## src/rtl/l_route_edge_utilization_defines.svh

```systemverilog
// Assertion helpers for the edge utilisation router; clk and rst_n must be in scope.
`ifndef L_ROUTE_EDGE_UTILIZATION_DEFINES_SVH
`define L_ROUTE_EDGE_UTILIZATION_DEFINES_SVH

// Check a consequent in the same cycle as its antecedent
`define LRUE_ASSERT_NOW(lbl, ante, cons, msg) \
  lbl: assert property (@(posedge clk) disable iff (!rst_n) (ante) |-> (cons)) \
    else $error(msg);

// Check a consequent in the cycle after its antecedent
`define LRUE_ASSERT_NEXT(lbl, ante, cons, msg) \
  lbl: assert property (@(posedge clk) disable iff (!rst_n) (ante) |=> (cons)) \
    else $error(msg);

`endif

```

## src/rtl/lrue_pkg.sv

```systemverilog
`default_nettype none
package lrue_pkg;

  // Field widths
  localparam int COORD_W     = 5;
  localparam int DIM_W       = 6;
  localparam int EDGE_W      = 11;
  localparam int UTIL_W      = 16;
  localparam int KIND_W      = 2;
  localparam int CFG_IDX_W   = 2;
  localparam int QUEUE_DEPTH = 2;

  // Parameter defaults
  localparam int MAX_GRID_DEF   = 32;
  localparam int EDGE_SLOTS_DEF = 2048;

  // Item kinds
  localparam logic [KIND_W-1:0] KIND_ROUTE   = 2'd0;
  localparam logic [KIND_W-1:0] KIND_RELEASE = 2'd1;
  localparam logic [KIND_W-1:0] KIND_SETCAP  = 2'd2;

  // Configuration register indexes
  localparam logic [CFG_IDX_W-1:0] CFG_GRID_WIDTH  = 2'd0;
  localparam logic [CFG_IDX_W-1:0] CFG_GRID_HEIGHT = 2'd1;
  localparam logic [CFG_IDX_W-1:0] CFG_DEF_CAP     = 2'd2;

  // Configuration reset values
  localparam logic [DIM_W-1:0]  GRID_WIDTH_RST  = 6'd32;
  localparam logic [DIM_W-1:0]  GRID_HEIGHT_RST = 6'd32;
  localparam logic [UTIL_W-1:0] DEF_CAP_RST     = 16'd1;

  // Operation carried from the front to the back
  typedef enum logic [1:0] {
    OP_ROUTE   = 2'd0,
    OP_RELEASE = 2'd1,
    OP_SETCAP  = 2'd2
  } op_t;

  // One queued word: a classified, checked item ready to be walked
  typedef struct packed {
    op_t                op;
    logic [EDGE_W-1:0]  edge_idx;  // first horizontal edge, or target edge
    logic [COORD_W-1:0] h_steps;
    logic               h_up;
    logic [EDGE_W-1:0]  v_start;
    logic [COORD_W-1:0] v_steps;
    logic               v_up;
    logic [UTIL_W-1:0]  cap;
  } cmd_t;

endpackage
`default_nettype wire

```

## src/rtl/lrue_fifo.sv

```systemverilog
`default_nettype none
module lrue_fifo (
  input  wire logic          clk,
  input  wire logic          rst_n,
  input  wire logic          push,
  input  wire lrue_pkg::cmd_t wr_cmd,
  input  wire logic          pop,
  output lrue_pkg::cmd_t     rd_cmd,
  output logic               full,
  output logic               empty
);
  import lrue_pkg::*;

  localparam int PTR_W = (QUEUE_DEPTH > 1) ? $clog2(QUEUE_DEPTH) : 1;
  localparam int CNT_W = $clog2(QUEUE_DEPTH + 1);

  cmd_t             slot_r [QUEUE_DEPTH];
  logic [PTR_W-1:0] wr_ptr_r, wr_ptr_nxt;
  logic [PTR_W-1:0] rd_ptr_r, rd_ptr_nxt;
  logic [CNT_W-1:0] count_r, count_nxt;

  assign full   = (count_r == CNT_W'(QUEUE_DEPTH));
  assign empty  = (count_r == '0);
  assign rd_cmd = slot_r[rd_ptr_r];

  // Advance pointers and the fill count
  always_comb begin
    wr_ptr_nxt = wr_ptr_r;
    rd_ptr_nxt = rd_ptr_r;
    count_nxt  = count_r;
    if (push) begin
      wr_ptr_nxt = (wr_ptr_r == PTR_W'(QUEUE_DEPTH - 1)) ? '0 : wr_ptr_r + 1'b1;
    end
    if (pop) begin
      rd_ptr_nxt = (rd_ptr_r == PTR_W'(QUEUE_DEPTH - 1)) ? '0 : rd_ptr_r + 1'b1;
    end
    if (push && !pop) begin
      count_nxt = count_r + 1'b1;
    end else if (pop && !push) begin
      count_nxt = count_r - 1'b1;
    end
  end

  always_ff @(posedge clk) begin
    if (!rst_n) begin
      wr_ptr_r <= '0;
      rd_ptr_r <= '0;
      count_r  <= '0;
    end else begin
      wr_ptr_r <= wr_ptr_nxt;
      rd_ptr_r <= rd_ptr_nxt;
      count_r  <= count_nxt;
    end
  end

  // Hold the queued words
  always_ff @(posedge clk) begin
    if (push) begin
      slot_r[wr_ptr_r] <= wr_cmd;
    end
  end

endmodule
`default_nettype wire

```

## config.mk

```make
export PLATFORM = sky130hd
export DESIGN_NAME = lrue_fifo
export DESIGN_NICKNAME = d
export VERILOG_FILES = /design/src/rtl/l_route_edge_utilization_defines.svh /design/src/rtl/lrue_pkg.sv /design/src/rtl/lrue_fifo.sv
export SDC_FILE = /design/constraint.sdc
export NUM_CORES = 1
export LEC_CHECK = 0
export BUFFER_PORTS_ARGS = -buffer_cell sky130_fd_sc_hd__buf_4
export CORE_MARGIN = 2
export CORE_UTILIZATION = 51
export DETAILED_ROUTE_END_ITERATION = 8
export PLACE_DENSITY = 0.78
export SYNTH_ARGS = -nofsm -noshare
export SYNTH_HDL_FRONTEND = slang
export SYNTH_SLANG_ARGS = --single-unit
export TNS_END_PERCENT = 30
```

## constraint.sdc

```tcl
create_clock -name clk -period 4.2 [get_ports clk]
set_clock_uncertainty 0.15 [all_clocks]
set_input_delay 0.42 -clock clk [delete_from_list [all_inputs] [get_ports clk]]
set_output_delay 0.42 -clock clk [all_outputs]
set_load 0.005 [all_outputs]
```

* Word-level counts from Yosys, hierarchy flattened
Memories as Yosys holds them, arrays and structs flattened. A register that Yosys moved wholly into a read port is not among the register bits.
Index checks and enable logic that the tools add are counted.
** Storage, ports and cells
- Register bits :: 4
- Input port bits :: 56
- Memories :: 1
- Memory bits (writable) :: 104
- Output and inout bits :: 54
- Logic and storage cells :: 23
** Operators by class
- $add $sub $neg :: 4
- Reductions and logical operators :: 6
- Equality and inequality tests :: 1
- Multiplexer cells :: 8
** Memories
- slot_r :: depth 2, width 52, read ports 1, clocked after memory_dff 1, write ports 1, line lrue_fifo.sv:17 : cmd_t slot_r [QUEUE_DEPTH];
** Operators with widths (count)
- $mux 1 :: 6
- $mux 2 :: 2
- $add 1x1->1 const B :: 2
- $add 2x1->2 const B :: 1
- $eq 2x2->1 const B :: 1
- $logic_and 1x1->1 :: 2
- $logic_not 1->1 :: 2
- $logic_not 2->1 :: 1
- $reduce_bool 2->1 :: 1
- $sub 2x1->2 const B :: 1

* Depth between registers and ports, before layout
- Depth after elaboration :: 4
- Gate-level depth with buffers :: 5
- Mapped depth without buffers :: 5

* Worst setup path after synthesis
No wires, ideal clock.
- Kind :: in2reg
- Start point :: input push
- End point :: memory slot_r[0][0] (netlist bit), enable pin
- Arrival time :: 2753 ps
- Buffers on the path :: 0
- Cell stages on the path :: 1
- Data required time :: 3581 ps
- Setup slack :: 828 ps
- Library setup time :: 469 ps
- Cell sequence :: nor2b_1
** On the way
- Word-level cells in the longest chain between the ends :: 2
** RTL lines
- from (decl) :: line lrue_fifo.sv:5 : input wire logic push,
- $mux 1 :: line lrue_fifo.sv:58 : if (push) begin
- $mux 1 (implied by the code) :: line lrue_fifo.sv:59 : slot_r[wr_ptr_r] <= wr_cmd;
- to (decl) :: line lrue_fifo.sv:17
No other way between the ends.

==> impl_metrics.tcl <==
set metrics [dict create \
    n_antenna_cell 0 \
    cts.root.buffer_cell "sky130_fd_sc_hd__clkbuf_8" \
    postSynthCellCount 184 \
    cts_tree "yes" \
    final_antenna_net_count 0 \
    power_density_mw_per_mm2 414.7 \
    clkSinkCount 109 \
    period_share 0.6480 \
    worstSkewPairLatency_ns 0.33 \
    total_power_mw 2.110 \
    timing.max_slew.rel_slack 0.3726 \
    number_of_distinct_library_cell_variants_in_the_gate_level_netlist_after_synthesis 17 \
    die_height_um 92.23 \
    syn_to_final_growth_pct 28.14 \
    first_pass_grt_wire_length_um 9873 \
    crit_fanout 33 \
    place.gp.congestion 0.6909 \
    max_cap_viol_count 0 \
    hold_slack_ns 0.1083 \
    nFillCells 519 \
    worst_setup_hold_path_clk_slew_ns 0.09 \
    detailedRoute.firstPassIterationCount 4 \
    cellLeakagePower_nw 1.902 \
    io-pin-count 110 \
    max_slew.worst_pin.slew_ns 0.9392 \
    timing.setup.critical_path_class "reg2out" \
    avgRoutedWirePerCell_um 15.81 \
    ff2ff_path_depth 2 \
    drt_drc_violations_left 0 \
    seq_total_area_yosys 0.8118 \
    timing.rr.end "slot_r[0][36]" \
    synth_fp_nets 241 \
    postCtsSetupRepairBufs 0 \
    worst_ep_arrival_time_ns 2.15 \
    globalRouteMet2Util 0.2733 \
    syn_area_mm2 0.003970 \
    crit_required_ns 3.63 \
    grtUsageMet1 0.1848 \
    routed_wl_um 6434 \
    tritoncts.num_buffers 9 \
    status "finished clean" \
    critical_path.endpoint "rd_cmd[39]" \
    total_cell_area_at_the_placement_stage_mm2 0.004906 \
    grt_antenna_before_repair 0 \
    core_region_area_mm2 0.007647 \
    crit_path_end_kind "primary output" \
    chipWidth_um 92.23 \
    gr-usage-met3 0.02958 \
    synth_seq_cells 109 \
    placement.setup.worst_slack_ns 1.815 \
    ctsLongestPathBuffers 2 \
    setup-violations-final 0 \
    ctsHoldBuffers 0 \
    final_period_minus_worst_setup_slack_ns 2.722 \
    initial_utilization 0.5191 \
    final-max-slew-violation-count 0 \
    finish.cell_count_without_fillers 407 \
    post-route-util 0.6652 \
    placement_rows 32 \
    design.die.area_mm2 0.008506 \
    holdCritPathClass "in2reg" \
    first_global_vias 2034 \
    layout-drive-gt1-share 0.5902 \
    global_route.usage.total 0.1535 \
    avg_cell_area_syn_um2 21.58 \
    vdd_ir_drop_max_uv 250.0 \
    drt-initial-drc-count 54 \
    cp-start-kind "register" \
    achievable-frequency_ghz 0.3674 \
    grt_overflow 0 \
    vias_per_cell 4.916 \
    h_tree_lvls 3 \
    final.setup.tns_ns 0 \
    detailroute.via_count 2001 \
    cts.repair.resized 0 \
    pin_count_of_the_biggest_net_entering_global_routing 34 \
    grt-busiest-layer "met2" \
    final_critical_path_setup_slack_ns 1.478 \
    setup.reg_to_reg.worst_slack_ns 2.20 \
    grt_setup_unrepaired "false" \
    detailed_place_hpwl_um 4314 \
    yosys_warnings 0 \
    worst_r2r_startpoint "wr_ptr_r" \
    postLayoutCellArea_mm2 0.005087 \
    dp.cells 392 \
    design.final.nets 358 \
    hold_viol 0 \
    numPortBuffers 109 \
]
==> cell usage in the layout, fill, tap and decap left out, types with 2 or more instances in the layout <==
cell type                  synthesis  layout
sky130_fd_sc_hd__xor2_1            2       2
sky130_fd_sc_hd__and2_1            4       3
sky130_fd_sc_hd__dfxtp_1           5       4
sky130_fd_sc_hd__clkbuf_1          0       2
sky130_fd_sc_hd__buf_4             5     112
sky130_fd_sc_hd__mux2_2           52      52
sky130_fd_sc_hd__clkbuf_8          0       9
sky130_fd_sc_hd__edfxtp_1        104     104
==> flip-flops by register name (all words and copies together), names as in the netlist, named ones only <==
name / count
slot_r: 104
rd_ptr_r: 1
count_r: 2
wr_ptr_r: 1
==> cell type report <==
type / instances / area, µm² / share of cell area
multi-input combinational: 68 / 709.4 / 0.1394
timing repair buffer: 112 / 840.8 / 0.1653
tap: 102 / 127.6 / 0.02509
clock buffer: 11 / 131.4 / 0.02582
clock inverter: 4 / 50.05 / 0.009838
sequential: 109 / 3224 / 0.6338
inverter: 1 / 3.754 / 0.0007378
==> where the power goes <==
group | internal (mW) | switching, mW
Sequential | 1.25 | 0.0272
Combinational | 0.158 | 0.0938
Clock | 0.272 | 0.305
==> how the worst min path moves through the flow <==
stage | startpoint | to | slack, ns | cells past startpoint
floorplan | count_r[1] | count_r[1] | 0.32 | 2
global placement | count_r[1] | count_r[1] | 0.33 | 2
detailed placement | count_r[1] | count_r[1] | 0.37 | 2
CTS | wr_cmd[38] | slot_r[0][38] | 0.09 | 1
global route | wr_cmd[1] | slot_r[0][1] | 0.09 | 1
finish | wr_cmd[6] | slot_r[0][6] | 0.11 | 1
==> layer usage <==
layer	vias to the layer above	part of all wire	wire, µm
met1	987	0.41	2637
li1	947	-	-
met3	8	0.037	237
met5	-	0	0
met4	0	0.015	95
met2	59	0.54	3463
==> worst max-delay path, cell delays in order (launching register included) <==
cell and delay [ns]:
sky130_fd_sc_hd__dfxtp_2 0.87, sky130_fd_sc_hd__buf_4 0.41, sky130_fd_sc_hd__mux2_2 0.38, sky130_fd_sc_hd__buf_4 0.14
==> cell usage after synthesis <==
master,instances,share of area
sky130_fd_sc_hd__a21boi_1,1,0.0019
sky130_fd_sc_hd__and2_1,4,0.0063
sky130_fd_sc_hd__and2b_2,1,0.0022
sky130_fd_sc_hd__buf_2,1,0.0013
sky130_fd_sc_hd__buf_4,5,0.0095
sky130_fd_sc_hd__dfxtp_1,5,0.025
sky130_fd_sc_hd__edfxtp_1,104,0.79
sky130_fd_sc_hd__ha_1,1,0.0032
sky130_fd_sc_hd__inv_1,1,0.00094
sky130_fd_sc_hd__mux2_2,52,0.15
sky130_fd_sc_hd__nor2_1,1,0.00094
sky130_fd_sc_hd__nor2b_1,2,0.0032
sky130_fd_sc_hd__o21a_1,1,0.0019
sky130_fd_sc_hd__o21ai_0,1,0.0013
sky130_fd_sc_hd__or3_1,1,0.0016
sky130_fd_sc_hd__xnor2_1,1,0.0022
sky130_fd_sc_hd__xor2_1,2,0.0044
==> cell families after synthesis <==
| kind of cell | synth area share |
|---|---|
| simple gates | 0.01418 |
| fa+ha+maj | 0.003151 |
| mux | 0.1475 |
| flops | 0.8119 |
| buf+inv | 0.01166 |
| xor+xnor | 0.006620 |
| compound gates | 0.005043 |
Note: power is estimated with default switching activity, not from simulation.
