[config.mk]
export PLATFORM = sky130hd
export DESIGN_NAME = lrue_front
export DESIGN_NICKNAME = d
export VERILOG_FILES = /design/src/rtl/l_route_edge_utilization_defines.svh /design/src/rtl/lrue_pkg.sv /design/src/rtl/lrue_front.sv
export SDC_FILE = /design/constraint.sdc
export NUM_CORES = 1
export LEC_CHECK = 0
export ABC_CLOCK_PERIOD_IN_PS = 8300
export BUFFER_PORTS_ARGS = -buffer_cell sky130_fd_sc_hd__buf_2
export CAP_MARGIN = 20
export CORE_MARGIN = 1
export CORE_UTILIZATION = 50
export DETAILED_ROUTE_END_ITERATION = 7
export GPL_TIMING_DRIVEN = 1
export HOLD_SLACK_MARGIN = 0.15
export PLACE_DENSITY_LB_ADDON = 0.2
export SLEW_MARGIN = 20
export SYNTH_ARGS = -nofsm -noshare
export SYNTH_HDL_FRONTEND = slang
export SYNTH_SLANG_ARGS = --single-unit
[constraint.sdc]
create_clock -name clk -period 8.3 [get_ports clk]
set_input_delay 0.83 -clock clk [delete_from_list [all_inputs] [get_ports clk]]
set_output_delay 0.83 -clock clk [all_outputs]
set_load 0.01 [all_outputs]
[src/rtl/l_route_edge_utilization_defines.svh]
// Assertion helpers for the edge utilisation router; clk and rst_n must be in scope.
`ifndef L_ROUTE_EDGE_UTILIZATION_DEFINES_SVH
`define L_ROUTE_EDGE_UTILIZATION_DEFINES_SVH

// Check a consequent in the same cycle as its antecedent
`define LRUE_ASSERT_NOW(lbl, ante, cons, msg) \
  lbl: assert property (@(posedge clk) disable iff (!rst_n) (ante) |-> (cons)) \
    else $error(msg);

// Check a consequent in the cycle after its antecedent
`define LRUE_ASSERT_NEXT(lbl, ante, cons, msg) \
  lbl: assert property (@(posedge clk) disable iff (!rst_n) (ante) |=> (cons)) \
    else $error(msg);

`endif

[src/rtl/lrue_pkg.sv]
`default_nettype none
package lrue_pkg;

  // Field widths
  localparam int COORD_W     = 5;
  localparam int DIM_W       = 6;
  localparam int EDGE_W      = 11;
  localparam int UTIL_W      = 16;
  localparam int KIND_W      = 2;
  localparam int CFG_IDX_W   = 2;
  localparam int QUEUE_DEPTH = 2;

  // Parameter defaults
  localparam int MAX_GRID_DEF   = 32;
  localparam int EDGE_SLOTS_DEF = 2048;

  // Item kinds
  localparam logic [KIND_W-1:0] KIND_ROUTE   = 2'd0;
  localparam logic [KIND_W-1:0] KIND_RELEASE = 2'd1;
  localparam logic [KIND_W-1:0] KIND_SETCAP  = 2'd2;

  // Configuration register indexes
  localparam logic [CFG_IDX_W-1:0] CFG_GRID_WIDTH  = 2'd0;
  localparam logic [CFG_IDX_W-1:0] CFG_GRID_HEIGHT = 2'd1;
  localparam logic [CFG_IDX_W-1:0] CFG_DEF_CAP     = 2'd2;

  // Configuration reset values
  localparam logic [DIM_W-1:0]  GRID_WIDTH_RST  = 6'd32;
  localparam logic [DIM_W-1:0]  GRID_HEIGHT_RST = 6'd32;
  localparam logic [UTIL_W-1:0] DEF_CAP_RST     = 16'd1;

  // Operation carried from the front to the back
  typedef enum logic [1:0] {
    OP_ROUTE   = 2'd0,
    OP_RELEASE = 2'd1,
    OP_SETCAP  = 2'd2
  } op_t;

  // One queued word: a classified, checked item ready to be walked
  typedef struct packed {
    op_t                op;
    logic [EDGE_W-1:0]  edge_idx;  // first horizontal edge, or target edge
    logic [COORD_W-1:0] h_steps;
    logic               h_up;
    logic [EDGE_W-1:0]  v_start;
    logic [COORD_W-1:0] v_steps;
    logic               v_up;
    logic [UTIL_W-1:0]  cap;
  } cmd_t;

endpackage
`default_nettype wire

[src/rtl/lrue_front.sv]
`default_nettype none
module lrue_front #(
  parameter int EDGE_SLOTS = lrue_pkg::EDGE_SLOTS_DEF
) (
  input  wire logic                          clk,
  input  wire logic                          rst_n,
  input  wire logic                          accept,
  input  wire logic [lrue_pkg::KIND_W-1:0]   kind,
  input  wire logic [lrue_pkg::COORD_W-1:0]  src_x,
  input  wire logic [lrue_pkg::COORD_W-1:0]  src_y,
  input  wire logic [lrue_pkg::COORD_W-1:0]  dst_x,
  input  wire logic [lrue_pkg::COORD_W-1:0]  dst_y,
  input  wire logic [lrue_pkg::EDGE_W-1:0]   target_edge,
  input  wire logic [lrue_pkg::UTIL_W-1:0]   capacity_value,
  input  wire logic [lrue_pkg::DIM_W-1:0]    grid_w,
  input  wire logic [lrue_pkg::DIM_W-1:0]    grid_h,
  input  wire logic [lrue_pkg::EDGE_W-1:0]   hcount,
  input  wire logic [lrue_pkg::EDGE_W-1:0]   total,
  input  wire logic                          fifo_full,
  output logic                               push,
  output lrue_pkg::cmd_t                     cmd,
  output logic                               idle
);
  import lrue_pkg::*;

  localparam int TOP_W = EDGE_W + 1;

  typedef enum logic [4:0] {
    F_IDLE = 5'b00001,
    F_MULH = 5'b00010,
    F_MULT = 5'b00100,
    F_MULV = 5'b01000,
    F_PUSH = 5'b10000
  } fstate_t;

  fstate_t state_r, state_nxt;

  logic [KIND_W-1:0]  kind_r;
  logic [COORD_W-1:0] sx_r, sy_r, dx_r, dy_r;
  logic [EDGE_W-1:0]  tgt_r;
  logic [UTIL_W-1:0]  capv_r;
  logic [EDGE_W-1:0]  hrow_r, vtop_r, vrow_r;

  logic               x_up, y_up, y_move;
  logic [COORD_W-1:0] xmax, ymax, h_steps, v_steps, h_first, v_first;
  logic [COORD_W-1:0] mul_a;
  logic [DIM_W-1:0]   mul_b;
  logic [EDGE_W-1:0]  prod;
  logic               off_grid, same_pin, tgt_bad, top_bad, drop;
  logic [TOP_W-1:0]   top_w;
  op_t                op;

  // Classify the held item
  always_comb begin
    x_up    = (dx_r > sx_r);
    y_up    = (dy_r > sy_r);
    y_move  = (sy_r != dy_r);
    xmax    = x_up ? dx_r : sx_r;
    ymax    = y_up ? dy_r : sy_r;
    h_steps = x_up ? dx_r - sx_r : sx_r - dx_r;
    v_steps = y_up ? dy_r - sy_r : sy_r - dy_r;
    h_first = x_up ? sx_r : sx_r - 1'b1;
    v_first = y_up ? sy_r : sy_r - 1'b1;
    off_grid = ({1'b0, sx_r} >= grid_w) || ({1'b0, dx_r} >= grid_w) ||
               ({1'b0, sy_r} >= grid_h) || ({1'b0, dy_r} >= grid_h);
    same_pin = (sx_r == dx_r) && (sy_r == dy_r);
    tgt_bad  = (tgt_r >= total) || ({1'b0, tgt_r} >= TOP_W'(EDGE_SLOTS));
    // Highest edge touched: vertical edges sit above all horizontal ones
    if (y_move) begin
      top_w = {1'b0, hcount} + {1'b0, vtop_r} + TOP_W'(dx_r);
    end else begin
      top_w = {1'b0, hrow_r} + TOP_W'(xmax) - 1'b1;
    end
    top_bad = (top_w >= TOP_W'(EDGE_SLOTS));
    drop    = (kind_r == KIND_ROUTE) && top_bad;
  end

  // Share one row multiplier over the three sequencer steps
  always_comb begin
    unique case (state_r)
      F_MULH: begin
        mul_a = sy_r;
        mul_b = grid_w - 1'b1;
      end
      F_MULT: begin
        mul_a = y_move ? ymax - 1'b1 : '0;
        mul_b = grid_w;
      end
      F_MULV: begin
        mul_a = y_move ? v_first : '0;
        mul_b = grid_w;
      end
      default: begin
        mul_a = '0;
        mul_b = '0;
      end
    endcase
    prod = EDGE_W'(EDGE_W'(mul_a) * EDGE_W'(mul_b));
  end

  // Build the queued word
  always_comb begin
    if (kind_r == KIND_RELEASE) begin
      op = OP_RELEASE;
    end else if (kind_r == KIND_SETCAP) begin
      op = OP_SETCAP;
    end else begin
      op = OP_ROUTE;
    end
    cmd.op       = op;
    cmd.edge_idx = (kind_r == KIND_ROUTE) ? hrow_r + EDGE_W'(h_first) : tgt_r;
    cmd.h_steps  = h_steps;
    cmd.h_up     = x_up;
    cmd.v_start  = hcount + vrow_r + EDGE_W'(dx_r);
    cmd.v_steps  = v_steps;
    cmd.v_up     = y_up;
    cmd.cap      = capv_r;
  end

  assign push = (state_r == F_PUSH) && !drop && !fifo_full;
  assign idle = (state_r == F_IDLE);

  // Step the classifier
  always_comb begin
    state_nxt = state_r;
    unique case (state_r)
      F_IDLE: begin
        if (accept) begin
          state_nxt = F_MULH;
        end
      end
      F_MULH: begin
        if (kind_r == KIND_ROUTE) begin
          state_nxt = (off_grid || same_pin) ? F_IDLE : F_MULT;
        end else if ((kind_r == KIND_RELEASE) || (kind_r == KIND_SETCAP)) begin
          state_nxt = F_MULT;
        end else begin
          state_nxt = F_IDLE;
        end
      end
      F_MULT: begin
        if (kind_r == KIND_ROUTE) begin
          state_nxt = F_MULV;
        end else begin
          state_nxt = tgt_bad ? F_IDLE : F_PUSH;
        end
      end
      F_MULV: begin
        state_nxt = F_PUSH;
      end
      F_PUSH: begin
        if (drop || !fifo_full) begin
          state_nxt = F_IDLE;
        end
      end
      default: begin
        state_nxt = F_IDLE;
      end
    endcase
  end

  always_ff @(posedge clk) begin
    if (!rst_n) begin
      state_r <= F_IDLE;
    end else begin
      state_r <= state_nxt;
    end
  end

  // Hold the item and the row products
  always_ff @(posedge clk) begin
    if (accept) begin
      kind_r <= kind;
      sx_r   <= src_x;
      sy_r   <= src_y;
      dx_r   <= dst_x;
      dy_r   <= dst_y;
      tgt_r  <= target_edge;
      capv_r <= capacity_value;
    end
    if (state_r == F_MULH) begin
      hrow_r <= prod;
    end
    if (state_r == F_MULT) begin
      vtop_r <= prod;
    end
    if (state_r == F_MULV) begin
      vrow_r <= prod;
    end
  end

endmodule
`default_nettype wire

After elaboration in Yosys (flattened, before gate mapping)
Index checks and enable logic that the tools add are counted.
Storage, ports and cells
  register bits: 87
  input bits: 87
Operators by class
  $add $sub $neg: 15
  multipliers: 1
  magnitude comparators: 8
  equal/unequal tests: 12
  multiplexer cells: 22
  reduce and logical (&&, ||, !) cells: 15
Operators by type and width (number)
  $mux W5: 12
  $pmux W5 S5: 1
  $ge A5 B6 Y1: 4
  $add A11 B5 Y11: 2
  $sub A5 B5 Y5: 4
  $pmux W5 S3: 1
  $sub A5 B1 Y5 const B: 3
  $add A11 B11 Y12: 1
  $add A11 B5 Y12: 1
  $add A12 B5 Y12: 1
  $ge A12 B12 Y1 const B: 1
  $mux W12: 1
  $pmux W6 S2: 1
  $sub A12 B1 Y12 const B: 1
  $add A11 B11 Y11: 1
  $ge A11 B11 Y1: 1
  $mul A5 B6 Y11: 1
  $mux W11: 1
  $eq A5 B5 Y1: 2
  $gt A5 B5 Y1: 2
  $mux W3: 3
  $logic_or A1 B1 Y1: 6
  $sub A6 B1 Y6 const B: 1
  $eq A5 B1 Y1 const B: 1
  15 further kinds: 20

Logic depth before layout (Yosys ltp)
  word-level depth: 10
  gate-level depth with buffers: 29

Least setup slack after synthesis
Ideal clock, no wire load.
  path kind: reg-to-reg
  start point: reg sy_r[1]
  end point: reg hrow_r[8], data pin
  library setup time: 0.267 ns
  arrival time: 5.908 ns
  slack: 2.125 ns
  cell stages (with the launch flop): 28
  clock period less this slack: 6.175 ns
  cell sequence: edfxtp_1 > inv_1 > ha_1 > nor2b_1 > o31a_1 > o31a_1 > buf_2 > buf_2 > mux2i_1 > ha_1 > nand2_1 > xnor2_1 > a22oi_1 > o31ai_1 > a21oi_1 > or2_2 > fa_1 > fa_1 > fa_1 > inv_1 > ha_1 > nor2b_1 > o21ai_0 > nand2b_1 > a21o_1 > nand2_1 > nor2b_1 > xnor2_1
On the way
  word-level cells in the longest chain between the ends: 6
  elaborated cells between the ends (all ways): 10
RTL lines
  start, declared: line lrue_front.sv:39  | logic [COORD_W-1:0] sx_r, sy_r, dx_r, dy_r;
  start signal, assigned: line lrue_front.sv:175  | sy_r <= src_y;
  $gt A5 B5 Y1 (*): line lrue_front.sv:56  | y_up = (dy_r > sy_r);
  net y_up: line lrue_front.sv:44  | logic x_up, y_up, y_move;
  $mux W5: line lrue_front.sv:59  | ymax = y_up ? dy_r : sy_r;
  $sub A5 B1 Y5: line lrue_front.sv:86  | mul_a = y_move ? ymax - 1'b1 : '0;
  $mux W5: line lrue_front.sv:86
  $pmux W5 S3 (*): line lrue_front.sv:80  | unique case (state_r)
  $mul A5 B6 Y11 (*): line lrue_front.sv:98  | prod = EDGE_W'(EDGE_W'(mul_a) * EDGE_W'(mul_b));
  net prod[8]: line lrue_front.sv:48  | logic [EDGE_W-1:0] prod;
  end signal, assigned: line lrue_front.sv:182  | hrow_r <= prod;
  end, declared: line lrue_front.sv:42  | logic [EDGE_W-1:0] hrow_r, vtop_r, vrow_r;
The timed path passes the listed nets; every way through them passes the cells marked *.
A chain may end at the register's enable or synchronous reset.

Final worst setup path
  start point: reg sy_r[1]
  end point: reg hrow_r[8], data pin
On the way
  word-level cells in the longest chain between the ends: 6
  elaborated cells between the ends (all ways): 10
RTL lines (line)
  $gt A5 B5 Y1: lrue_front.sv:56
  $mux W5: lrue_front.sv:59
  $sub A5 B1 Y5: lrue_front.sv:86
  $mux W5: lrue_front.sv:86
  $pmux W5 S3 (*): lrue_front.sv:80
  $mul A5 B6 Y11 (*): lrue_front.sv:98
  net prod[8]: lrue_front.sv:48
Marks and branches as above.

==> results.toml <==
[clocking]
clock_latency_ns = 0.35
post_cts_resized = 0
h-tree-depth = 3
postCtsHoldBufs = 0
clockBufferDepth = 2
cts_made_buffers = 9
cts_tree = "built"
clock-root-buffer = "clkbuf_16"
clkSinkCount = 87
cts_setup_buffers = 0
clk_pin_slew_ns = 0.07

[synthesis]
synth-compound-area-share_pct = 11.32
synth_top_family_by_area = "adder cells"
seq_area_frac_synth_pct = 34.85
yosys.area.top_type = "edfxtp_1"
async_reset_ff_share_pct = 0
syn-cell-area_um2 = 7353
yosys.area_share.simple_pct = 11.59
synthXorXnorAreaFrac_pct = 5.003
post_synth_main_area_contributors = "edfxtp_1, ha_1, fa_1"
ys_ff_latch = 87
avgSynthCellArea_um2 = 10.46
yosysMostFrequentCell = "ha_1"
synthCells = 703
synth_cell_types = 60
synth.area.mux_share_pct = 1.702
synthAdderAreaFrac_pct = 29.78
synth_nets = 947
synthFlopType = "edfxtp_1"
synth_top_area_share_pct = 33.49
synth_common_cells = "ha_1, inv_1, edfxtp_1"
yosys_warnings = 0
synth-edff-count = 82

[grt]
grt_max_degree = 36
met3_usage_pct = 4.705
grt_remaining_overflow = 0
use_met1_pct = 28.02
grt-busiest-layer = "met2"
grt_pass1_wl_mm = 26.56
grt_antenna_before_repair = 0
grt_pass1_vias = 5604
grt.total_usage_pct = 23.04
use_met2_pct = 40.12

[pwr]
p_sw_share_pct = 31.05
p_int_uw = 905.7
seq_power_share_pct = 39.9
power_density_nw_per_um2 = 154.1
p_leak_uw = 0.004110
power_uw = 1313
combPwrFrac_pct = 28.6
p_clk_share_pct = 31.5
peakVddDrop_v = 0.0001280
p_sw_uw = 407.8

[timing]
setup_violations = 0
drv_slew = 0
fmax_mhz = 145.0
tightest_slew_ns = 0.9068
slew_headroom_pct = 39.55
fin_setup_tns_ns = 0
hold_viol_final = 0
fin_crit_sh_pct = 83.09
rsz0062_at_grt = "false"
clock_skew_ns = 0.003731
min_period_ns = 6.896

[final_layout]
final-seq-area_um2 = 2562
fin_cells = 1029
syn2layout_area_growth_pct = 15.91
drive_above_1_share_pct = 20.26
antenna_cells = 0
nets = 1088
multi_input_area_um2 = 4367
nFillCells = 1247

[worst_setup_path]
startpoint_type = "flip-flop"
slowest_delay_ns = 0.73
startpoint = "sy_r[1]$_DFFE_PP_"
slowest_stage = "o31a_1"
worstPathArrival_ns = 6.99
cp_max_fo = 21
crit_required_ns = 8.39
ff2ff_setup_slack_ns = 1.40
cp-end-kind = "flip-flop"
cp_num_buf_inv = 2
crit_family = "adder cells"
path_class = "reg -> reg"
reg2reg_from = "sy_r[1]$_DFFE_PP_"

[placement]
io_buffers = 140
dp.cells = 1013
gp_congestion = 0.8687
dpl.hpwl_mm = 13.62

[die]
core_area_um2 = 14100
chipHeight_um = 123.3
start_util_pct = 52.17
ios = 141
die_w_um = 123.3
dieArea_um2 = 15200
core.rowCount = 43

[worst_hold_path]
min_path_type = "in -> reg"
hp-start = "target_edge[10]"

[route]
finalWirelength_mm = 16.78
dr.pass1.iters = 4
drt_iter0_drc = 239
drc = 0
routedWlPerCell_um = 16.31
vias = 5531
via_per_inst = 5.375
antenna_left = 0

[run]
drv_cap = 0

[status]
status = "finished, final reports clean"
path summary, 6_finish.rpt:
| check | to | cells after the start |
|---|---|---|
| worst min-delay path | tgt_r[10]$_DFFE_PP_ | 1 |
| worst max register to register | hrow_r[8]$_DFFE_PP_ | 25 |
| worst min register to register | state_r[4]$_SDFFE_PN0P_ | 4 |
| worst max-delay path | hrow_r[8]$_DFFE_PP_ | 25 |
power groups by stage:
stage / clock (uW) / sequential [uW] / combinational, uW
6_report: 413 / 524 / 376
3_5_place_dp: 0 / 534 / 376
3_3_place_gp: 0 / 533 / 366
2_1_floorplan: 0 / 530 / 251
5_1_grt: 436 / 528 / 428
4_1_cts: 422 / 525 / 380
cell families after synthesis:
kind of cell             count (synthesis)
AND/OR/NAND/NOR                        170
adder cells (fa/ha/maj)                157
AO/OA/AOI/OAI                          127
buffers and inverters                  108
flip-flops                              87
XOR/XNOR                                42
multiplexers                            12
placed cells by master (no fill, tap or decap), types with 3 or more instances in the layout:
cell type | synthesis | final
nand4b_1 | 3 | 3
ha_1 | 127 | 127
nor3b_1 | 4 | 4
and3_1 | 4 | 4
nor2_1 | 59 | 59
nand2_1 | 22 | 22
nor3_1 | 18 | 18
o211ai_1 | 3 | 3
clkbuf_16 | 0 | 9
mux2i_1 | 8 | 8
buf_2 | 3 | 140
fa_1 | 30 | 30
o21a_1 | 5 | 5
inv_1 | 97 | 97
mux2_2 | 4 | 4
a21o_1 | 15 | 15
o21ai_0 | 21 | 21
xor2_1 | 12 | 12
or2_2 | 8 | 8
a221oi_2 | 3 | 3
edfxtp_1 | 82 | 82
or3_1 | 4 | 4
dfxtp_1 | 5 | 5
a31oi_1 | 4 | 4
a21oi_1 | 46 | 46
nand4_1 | 3 | 3
nand3_1 | 10 | 10
o31a_1 | 3 | 3
xnor2_1 | 30 | 30
a211oi_1 | 5 | 5
nor2b_1 | 16 | 16
nor4b_1 | 3 | 3
nand2b_1 | 9 | 9
metrics by stage:
stage,hold slack [ns],setup WS (ns),util (%),area [um^2]
after detailed placement,0.7154,1.489,58.36,8227
after global routing,0.6383,0.9228,60.47,8523
after CTS,0.6411,1.419,60.47,8523
after global placement,0.6906,1.651,58.36,8227
final,0.6514,1.404,60.47,8523
after floorplan,0.6167,2.125,-,7353
registers in the layout (all words and copies together), names as in the netlist:
name	flops
vrow_r	11
vtop_r	11
tgt_r	11
sy_r	5
dy_r	5
state_r	5
capv_r	16
sx_r	5
kind_r	2
hrow_r	11
dx_r	5
final cells by class:
| type | instances | share of cell area [%] |
|---|---|---|
| Tap cell | 180 | 2.642 |
| Clock buffer | 10 | 2.686 |
| Clock inverter | 6 | 0.7927 |
| Timing Repair Buffer | 141 | 8.309 |
| Inverter | 97 | 4.272 |
| Multi-Input combinational cell | 508 | 51.23 |
| Sequential cell | 87 | 30.06 |
layer usage:
metal | share of wire, % | wire (um)
met4 | 1.9 | 322
met3 | 4.4 | 746
met2 | 50 | 8353
met1 | 44 | 7359
met5 | 0 | 0
Power figures use the tool's default switching activity.
